[src/slfpd_pkg.sv]
// Shared constants, widths and a helper function for the serial line framer.
package slfpd_pkg;

   localparam int LINE_LEN_DEF = 64;

   localparam int RX_W       = 8;
   localparam int CHAR_W     = 7;
   localparam int CHAR_POS_W = 6;
   localparam int MATCH_W    = 4;

   localparam int PROMPT_LEN = 10;
   localparam int GT_END_POS = 9;

   localparam logic [RX_W-1:0]   CH_CR    = 8'h0D;
   localparam logic [RX_W-1:0]   CH_LF    = 8'h0A;
   localparam logic [RX_W-1:0]   CH_HIGH  = 8'h7F;
   localparam logic [CHAR_W-1:0] CH_SUBST = 7'h3F;
   localparam logic [CHAR_W-1:0] CH_GT    = 7'h3E;
   localparam logic [CHAR_W-1:0] CH_NUL   = 7'h00;
   localparam logic [CHAR_W-1:0] CH_LF7   = 7'h0A;

   // Prompt text, one character per match index.
   function automatic logic [CHAR_W-1:0] prompt_char(input logic [MATCH_W-1:0] idx);
      logic [CHAR_W-1:0] ch;
      case (idx)
         4'd0:    ch = 7'h6C;
         4'd1:    ch = 7'h65;
         4'd2:    ch = 7'h61;
         4'd3:    ch = 7'h70;
         4'd4:    ch = 7'h4D;
         4'd5:    ch = 7'h4D;
         4'd6:    ch = 7'h57;
         4'd7:    ch = 7'h3A;
         4'd8:    ch = 7'h2F;
         4'd9:    ch = 7'h3E;
         default: ch = 7'h00;
      endcase
      return ch;
   endfunction

endpackage

[src/slfpd_if.sv]
// Valid/ready channel interfaces for the framer's request and response beats.
interface slfpd_req_if import slfpd_pkg::*; ();
   logic            valid;
   logic            ready;
   logic [RX_W-1:0] rx_byte;

   modport source (output valid, output rx_byte, input ready);
   modport sink   (input valid, input rx_byte, output ready);
endinterface

interface slfpd_rsp_if import slfpd_pkg::*; ();
   logic                  valid;
   logic                  ready;
   logic                  char_kept;
   logic [CHAR_W-1:0]     char_out;
   logic [CHAR_POS_W-1:0] char_pos;
   logic                  line_done;
   logic                  prompt_found;

   modport source (output valid, output char_kept, output char_out, output char_pos,
                   output line_done, output prompt_found, input ready);
   modport sink   (input valid, input char_kept, input char_out, input char_pos,
                   input line_done, input prompt_found, output ready);
endinterface

[src/serial_line_framer_prompt_detect.sv]
// Top level: serial line framer with streaming prompt detection.
// An accepted req beat is presented as its rsp beat from the result register in the next cycle.
// Throughput: one byte per clock; req.ready stays high while the result register
//   is empty or being drained in the same cycle, so beats stream back to back.
// Reset (synchronous, active high): line position, matcher state and the
//   response valid flag clear to zero; payload registers are not reset.
module serial_line_framer_prompt_detect
   import slfpd_pkg::*;
#(
   parameter int LINE_LEN = LINE_LEN_DEF
) (
   input  logic         clock,
   input  logic         reset,
   slfpd_req_if.sink    req,
   slfpd_rsp_if.source  rsp
);

   localparam int POS_W = $clog2(LINE_LEN + 1);

   // ---------------- line and matcher state ----------------
   logic [POS_W-1:0]   write_pos_ff,      write_pos_in;
   logic [MATCH_W-1:0] match_progress_ff, match_progress_in;
   logic               prompt_seen_ff,    prompt_seen_in;
   logic               zero_seen_ff,      zero_seen_in;

   // ---------------- result register ----------------
   logic                  rsp_valid_ff,    rsp_valid_in;
   logic                  char_kept_ff,    char_kept_in;
   logic [CHAR_W-1:0]     char_out_ff,     char_out_in;
   logic [CHAR_POS_W-1:0] char_pos_ff,     char_pos_in;
   logic                  line_done_ff,    line_done_in;
   logic                  prompt_found_ff, prompt_found_in;

   logic                  req_fire;

   // Working values after the full-line wrap
   logic                  wrap;
   logic [POS_W-1:0]      pos_base;
   logic [MATCH_W-1:0]    mp_base;
   logic                  seen_base;
   logic                  zero_base;

   // Per-byte decode and matcher step
   logic                  is_cr;
   logic                  is_lf;
   logic [CHAR_W-1:0]     ch;
   logic [MATCH_W-1:0]    mp_cur;
   logic [MATCH_W-1:0]    mp_step;
   logic                  seen_step;
   logic                  zero_step;
   logic                  done;

   // Take a new beat whenever the result register is free or being emptied.
   assign req.ready = !rsp_valid_ff || rsp.ready;
   assign req_fire  = req.valid && req.ready;

   always_comb begin
      // A full line wraps to position 0 before anything else, CR included.
      wrap      = (write_pos_ff == POS_W'(LINE_LEN));
      pos_base  = wrap ? '0   : write_pos_ff;
      mp_base   = wrap ? '0   : match_progress_ff;
      seen_base = wrap ? 1'b0 : prompt_seen_ff;
      zero_base = wrap ? 1'b0 : zero_seen_ff;

      is_cr = (req.rx_byte == CH_CR);
      is_lf = (req.rx_byte == CH_LF);
      ch    = (req.rx_byte >= CH_HIGH) ? CH_SUBST : req.rx_byte[CHAR_W-1:0];

      // Streaming matcher. The first prompt character occurs only once in the
      // prompt, so a mismatch restarts at 0, or at 1 on that character.
      mp_cur    = (mp_base >= MATCH_W'(PROMPT_LEN)) ? '0 : mp_base;
      mp_step   = mp_base;
      seen_step = seen_base;
      zero_step = zero_base;
      if (!zero_base) begin
         if (ch == CH_NUL) begin
            zero_step = 1'b1;
         end else if (ch == prompt_char(mp_cur)) begin
            if (mp_cur == MATCH_W'(PROMPT_LEN - 1)) begin
               seen_step = 1'b1;
               mp_step   = '0;
            end else begin
               mp_step = mp_cur + MATCH_W'(1);
            end
         end else begin
            mp_step = (ch == prompt_char('0)) ? MATCH_W'(1) : '0;
         end
      end

      // LF never enters the matcher; '>' at the end-mark position ends the line
      // after it has been matched.
      if (is_lf) begin
         mp_step   = mp_base;
         seen_step = seen_base;
         zero_step = zero_base;
      end
      done = is_lf || ((pos_base == POS_W'(GT_END_POS)) && (ch == CH_GT));

      // State update
      write_pos_in      = write_pos_ff;
      match_progress_in = match_progress_ff;
      prompt_seen_in    = prompt_seen_ff;
      zero_seen_in      = zero_seen_ff;
      if (req_fire) begin
         if (is_cr) begin
            write_pos_in      = pos_base;
            match_progress_in = mp_base;
            prompt_seen_in    = seen_base;
            zero_seen_in      = zero_base;
         end else if (done) begin
            write_pos_in      = '0;
            match_progress_in = '0;
            prompt_seen_in    = 1'b0;
            zero_seen_in      = 1'b0;
         end else begin
            write_pos_in      = pos_base + POS_W'(1);
            match_progress_in = mp_step;
            prompt_seen_in    = seen_step;
            zero_seen_in      = zero_step;
         end
      end

      // Result register: load on accept, hold otherwise.
      rsp_valid_in    = req_fire || (rsp_valid_ff && !rsp.ready);
      char_kept_in    = char_kept_ff;
      char_out_in     = char_out_ff;
      char_pos_in     = char_pos_ff;
      line_done_in    = line_done_ff;
      prompt_found_in = prompt_found_ff;
      if (req_fire) begin
         if (is_cr) begin
            // Dropped CR reports an all-zero beat.
            char_kept_in    = 1'b0;
            char_out_in     = '0;
            char_pos_in     = '0;
            line_done_in    = 1'b0;
            prompt_found_in = 1'b0;
         end else begin
            char_kept_in    = 1'b1;
            char_out_in     = ch;
            char_pos_in     = CHAR_POS_W'(pos_base);
            line_done_in    = done;
            prompt_found_in = done && seen_step;
         end
      end
   end

   always_ff @(posedge clock) begin
      if (reset) begin
         write_pos_ff      <= '0;
         match_progress_ff <= '0;
         prompt_seen_ff    <= 1'b0;
         zero_seen_ff      <= 1'b0;
         rsp_valid_ff      <= 1'b0;
      end else begin
         write_pos_ff      <= write_pos_in;
         match_progress_ff <= match_progress_in;
         prompt_seen_ff    <= prompt_seen_in;
         zero_seen_ff      <= zero_seen_in;
         rsp_valid_ff      <= rsp_valid_in;
      end
   end

   always_ff @(posedge clock) begin
      char_kept_ff    <= char_kept_in;
      char_out_ff     <= char_out_in;
      char_pos_ff     <= char_pos_in;
      line_done_ff    <= line_done_in;
      prompt_found_ff <= prompt_found_in;
   end

   assign rsp.valid        = rsp_valid_ff;
   assign rsp.char_kept    = char_kept_ff;
   assign rsp.char_out     = char_out_ff;
   assign rsp.char_pos     = char_pos_ff;
   assign rsp.line_done    = line_done_ff;
   assign rsp.prompt_found = prompt_found_ff;

`ifndef NO_ASSERTIONS
   // A prompt hit is only reported on a line-end beat.
   a_found_only_at_end: assert property (@(posedge clock) disable iff (reset)
      rsp_valid_ff && prompt_found_ff |-> line_done_ff)
      else $error("prompt_found without line_done");

   // A dropped CR carries no character and never ends a line.
   a_cr_beat_empty: assert property (@(posedge clock) disable iff (reset)
      rsp_valid_ff && !char_kept_ff |-> (char_out_ff == '0) && !line_done_ff)
      else $error("dropped CR beat carries data");

   // A line ends either on LF or on '>' stored at the end-mark position.
   a_end_cause: assert property (@(posedge clock) disable iff (reset)
      rsp_valid_ff && line_done_ff |->
         (char_out_ff == CH_LF7) ||
         ((char_out_ff == CH_GT) && (char_pos_ff == CHAR_POS_W'(GT_END_POS))))
      else $error("line end without LF or end mark");

   // The matcher index never runs past the prompt.
   a_match_range: assert property (@(posedge clock) disable iff (reset)
      match_progress_ff < MATCH_W'(PROMPT_LEN))
      else $error("match index out of range");
`endif

endmodule

[src/flat_wrapper.sv]
// flat-port wrapper written by rule: the top's interface ports become plain ports
module serial_line_framer_prompt_detect_flat import slfpd_pkg::*;
#(
   parameter int LINE_LEN = LINE_LEN_DEF
)
  (clock, reset, req_valid, req_rx_byte, req_ready, rsp_valid, rsp_char_kept, rsp_char_out, rsp_char_pos, rsp_line_done, rsp_prompt_found, rsp_ready);
  slfpd_req_if req_i ();
  slfpd_rsp_if rsp_i ();
  input  logic clock;
  input  logic reset;
  input wire logic [$bits(req_i.valid)-1:0] req_valid;
  input wire logic [$bits(req_i.rx_byte)-1:0] req_rx_byte;
  output wire logic [$bits(req_i.ready)-1:0] req_ready;
  output wire logic [$bits(rsp_i.valid)-1:0] rsp_valid;
  output wire logic [$bits(rsp_i.char_kept)-1:0] rsp_char_kept;
  output wire logic [$bits(rsp_i.char_out)-1:0] rsp_char_out;
  output wire logic [$bits(rsp_i.char_pos)-1:0] rsp_char_pos;
  output wire logic [$bits(rsp_i.line_done)-1:0] rsp_line_done;
  output wire logic [$bits(rsp_i.prompt_found)-1:0] rsp_prompt_found;
  input wire logic [$bits(rsp_i.ready)-1:0] rsp_ready;
  assign req_i.valid = req_valid;
  assign req_i.rx_byte = req_rx_byte;
  assign req_ready = req_i.ready;
  assign rsp_valid = rsp_i.valid;
  assign rsp_char_kept = rsp_i.char_kept;
  assign rsp_char_out = rsp_i.char_out;
  assign rsp_char_pos = rsp_i.char_pos;
  assign rsp_line_done = rsp_i.line_done;
  assign rsp_prompt_found = rsp_i.prompt_found;
  assign rsp_i.ready = rsp_ready;
  serial_line_framer_prompt_detect #(.LINE_LEN(LINE_LEN)) u_core (.clock(clock), .reset(reset), .req(req_i), .rsp(rsp_i));
endmodule
[config.mk]
export PLATFORM = sky130hd
export DESIGN_NAME = serial_line_framer_prompt_detect_flat
export DESIGN_NICKNAME = d
export VERILOG_FILES = /design/src/slfpd_pkg.sv /design/src/slfpd_if.sv /design/src/serial_line_framer_prompt_detect.sv /design/src/flat_wrapper.sv
export SDC_FILE = /design/constraint.sdc
export NUM_CORES = 1
export LEC_CHECK = 0
export BUFFER_PORTS_ARGS = -buffer_cell sky130_fd_sc_hd__buf_2
export CAP_MARGIN = 40
export CORE_ASPECT_RATIO = 1.4
export CORE_UTILIZATION = 40
export CTS_BUF_LIST = sky130_fd_sc_hd__clkbuf_8
export CTS_CLUSTER_SIZE = 16
export DETAILED_ROUTE_END_ITERATION = 8
export GPL_TIMING_DRIVEN = 0
export HOLD_SLACK_MARGIN = 0.03
export PLACE_DENSITY = 0.66
export REMOVE_ABC_BUFFERS = 1
export SYNTH_ARGS = -nofsm -noshare
export SYNTH_HDL_FRONTEND = slang
export SYNTH_SLANG_ARGS = --single-unit
[constraint.sdc]
create_clock -name clock -period 2.65 [get_ports clock]
set_input_delay 0.265 -clock clock [delete_from_list [all_inputs] [get_ports clock]]
set_output_delay 0.265 -clock clock [all_outputs]
set_load 0.02 [all_outputs]
==> summary.md <==
| Metric | Value |
|---|---|
| Outcome | finished, violations left |
| Failing checks | negative setup slack |
| Vias per cell | roughly 5.7 |
| DRC | 0 |
| Post-layout util | a little under three fifths |
| CP Capture Type | flop |
| Share of cells above drive strength 1 | about two fifths |
| Post-Layout Cell Count | between 300 and 400 |
| Clk Latency, worst-skew pair | around 0.29 ns |
| HP Class | in -> reg |
| Worst slew pin tran | roughly 0.75 ns |
| Final Net Count | about 280 |
| Setup Viol. Count Final | 6 |
| Antenna Nets Post-Route | 0 |
| Lkg Pwr | approximately 0.94 nW |
| Placed cell area | 2160 sq um |
| Post-Syn Area | about 2000 sq um |
| Final WS setup | -0.275 ns |
| First-pass detailed-route iteration total | 4 |
| Max Cap Viol | 0 |
| Global-route wire length before repair | between 7 and 8 mm |
| RSZ-0062 raised after global routing | yes |
| Most frequent cells in the layout | buf_2, nor2_1, edfxtp_1 |
| Row count | 29 |
| CP Class | reg -> reg |
| Starting Density | between 40 and 50% |
| Post-Route WL | around 5 mm |
| Post-layout min period | 2.92 ns |
| Die area | around 5200 sq um |
| Post-synth EDFFs | 16 |
| Clk slew on worst S/H paths | 0.07 ns |
| Post-synthesis area per instance | 9.13 sq um |
| Pin count of the biggest net entering global routing | 20 |
| CTS Buf Count | 5 |
| ANT cells | 0 |
| Footprint of the multi-input gates | around 1300 sq um |
| Leading cell type in the layout, fill and taps excluded | buf_2 |
| Vias | between 1500 and 2000 |
| Initial antenna violation count | 0 |
| Fill count | 425 |
| Placed Instances | around 300 |
| Crit path DAT | ~3.1 ns |
| DP Wirelength | 3.26 mm |
| Final Skew | roughly 0.0058 ns |
| Chip Width | 61.5 um |
| Rel. slew slack | roughly half |
| Sequential share of the synthesized area | approximately 38% |
| Vias in the first global route | roughly 1700 |
| Startpoint types | flop |
| All-layer global routing usage | between 20% and 30% |
| Critical Path RT | roughly 2.9 ns |
| # clock sinks | 30 |
| Power, Total | between 1 and 1.5 mW |
| Initial drt markers | roughly 150 |
| Worst-path fanout max | 8 |
| Sequential standard cell area | 778 sq um |
| Final Hold Viols | 0 |
| Fin area | approximately 2600 sq um |
| Post-synth top area share | between 20% and 30% |
| Synth unique cells | 61 |
| Fraction of registers with async set or reset after synthesis | 0% |
| Pins Over Slew Limit | 0 |
| Wire length per cell | ~16 um |
| Pwr dens | slightly above 400 nW/um^2 |
| Die Y | between 80 and 90 um |
| Area contributors post-synth | edfxtp_1, dfxtp_1, ha_1, nor2_1, inv_1 |
| Largest area contributor in the netlist | edfxtp_1 |
| Number of port buffers | 29 |
| Cells after synthesis | about 220 |
| CTS tree | built |
| Setup_tns | -1.51 ns |
| Most used DFF post-synth | edfxtp_1 |
| Total gr overflow | 0 |
| Seq cells post-synth | 30 |
| IR drop worst, VDD | around 160 uV |
| Global placement routability congestion | 0.846 |
| Synth warn | 0 |
| H-tree depth | 2 |
| Max Clock Freq | 342 MHz |
| CORE AREA | approximately 4600 sq um |
| Crit share post-route | 110% |
| I/O pin count | 30 |
| Cell chosen for the clock root | clkbuf_8 |
| Clk buf depth | 2 |
| Synth-to-layout area growth | 30.3% |
-- kinds of logic after synthesis --
group	Yosys count	share of synthesized area, %
flops	30	38.4
buf+inv	25	5.31
xor+xnor	7	3.10
simple gates	95	29.6
compound gates	52	18.5
fa+ha+maj	8	5.05
-- metrics by stage --
stage | hold WS, ns | setup slack [ns]
global route | 0.231 | -0.383
CTS | 0.221 | -0.213
floorplan | 0.334 | -0.303
detailed placement | 0.500 | -0.876
finish | 0.220 | -0.275
global placement | 0.484 | -0.887
-- flip-flops by register name, summed over array words and instances (netlist names) --
signal                    cells
u_core.match_progress_ff      4
u_core.prompt_seen_ff         1
u_core.rsp.char_kept          1
u_core.rsp.char_out           7
u_core.rsp.char_pos           6
u_core.rsp.line_done          1
u_core.rsp.prompt_found       1
u_core.rsp.valid              1
u_core.write_pos_ff           7
u_core.zero_seen_ff           1
-- synth_stat cells, types with 3 or more instances --
master,number
nand3_1,8
nand2_1,14
buf_2,3
and2_1,4
a21oi_1,10
ha_1,8
clkbuf_1,5
a311oi_1,3
inv_1,15
o21ai_1,3
xor2_1,4
xnor2_1,3
o21ai_0,8
dfxtp_1,14
nand4_1,4
and3b_1,3
nand2b_1,8
edfxtp_1,16
nor2_1,22
a32oi_1,4
nor3_1,4
-- what timing repair did --
| item | CTS | global route |
|---|---|---|
| setup buffers | 12 | 2 |
| gates resized for setup | 34 | 19 |
| pin swaps | 13 | 20 |
| hold buffers | 0 | 0 |
| setup endpoints to repair | 6 | 6 |
| hold endpoints to repair | 0 | 0 |
-- per-layer routing --
| layer | share of wire (%) | vias to the layer above | routed length (um) | global-route usage, % |
|---|---|---|---|---|
| met2 | 51 | 55 | 2530 | 33.0 |
| li1 | - | 889 | - | - |
| met5 | 0 | - | 0 | 0 |
| met3 | 4.2 | 9 | 210 | 4.12 |
| met4 | 1.7 | 0 | 85 | 8.28 |
| met1 | 43 | 864 | 2150 | 24.8 |
-- report_power, final --
part | leakage (nW) | total, mW | switching [mW] | internal [mW]
sequential | 0.270 | 0.516 | 0.00967 | 0.506
combinational | 0.630 | 0.156 | 0.0990 | 0.0570
clock | 0.0416 | 0.367 | 0.188 | 0.180
-- path summary, 6_finish.rpt --
kind | start | end | slack (ns) | depth (start not counted)
max | u_core.write_pos_ff[0] | u_core.prompt_seen_ff | -0.27 | 17
min reg2reg | u_core.zero_seen_ff | u_core.zero_seen_ff | 0.52 | 2
min | req_valid | u_core.rsp.valid | 0.22 | 3
max reg2reg | u_core.write_pos_ff[0] | u_core.prompt_seen_ff | -0.27 | 17
-- final cells by class --
| class | count | area share [%] |
|---|---|---|
| Tap cell | 62 | 3.01 |
| Timing Repair Buffer | 43 | 9.84 |
| Inverter | 16 | 2.42 |
| Clock buffer | 5 | 2.67 |
| Sequential cell | 30 | 30.2 |
| Clock inverter | 3 | 0.630 |
| Multi-Input combinational cell | 162 | 51.3 |
-- critical path: stages, from the launching register on --
cell and delay, ns:
dfxtp_4 0.36, inv_4 0.04, ha_4 0.16, nand3b_1 0.14, nor2_4 0.05, or3_4 0.42
inv_2 0.08, ha_4 0.20, inv_1 0.06, ha_1 0.19, nand2b_1 0.14, a32oi_1 0.17
a41oi_1 0.10, nor4_4 0.31, buf_6 0.17, buf_4 0.11, a21oi_2 0.04, nor3_2 0.10
(Power assumes the default switching activity.)
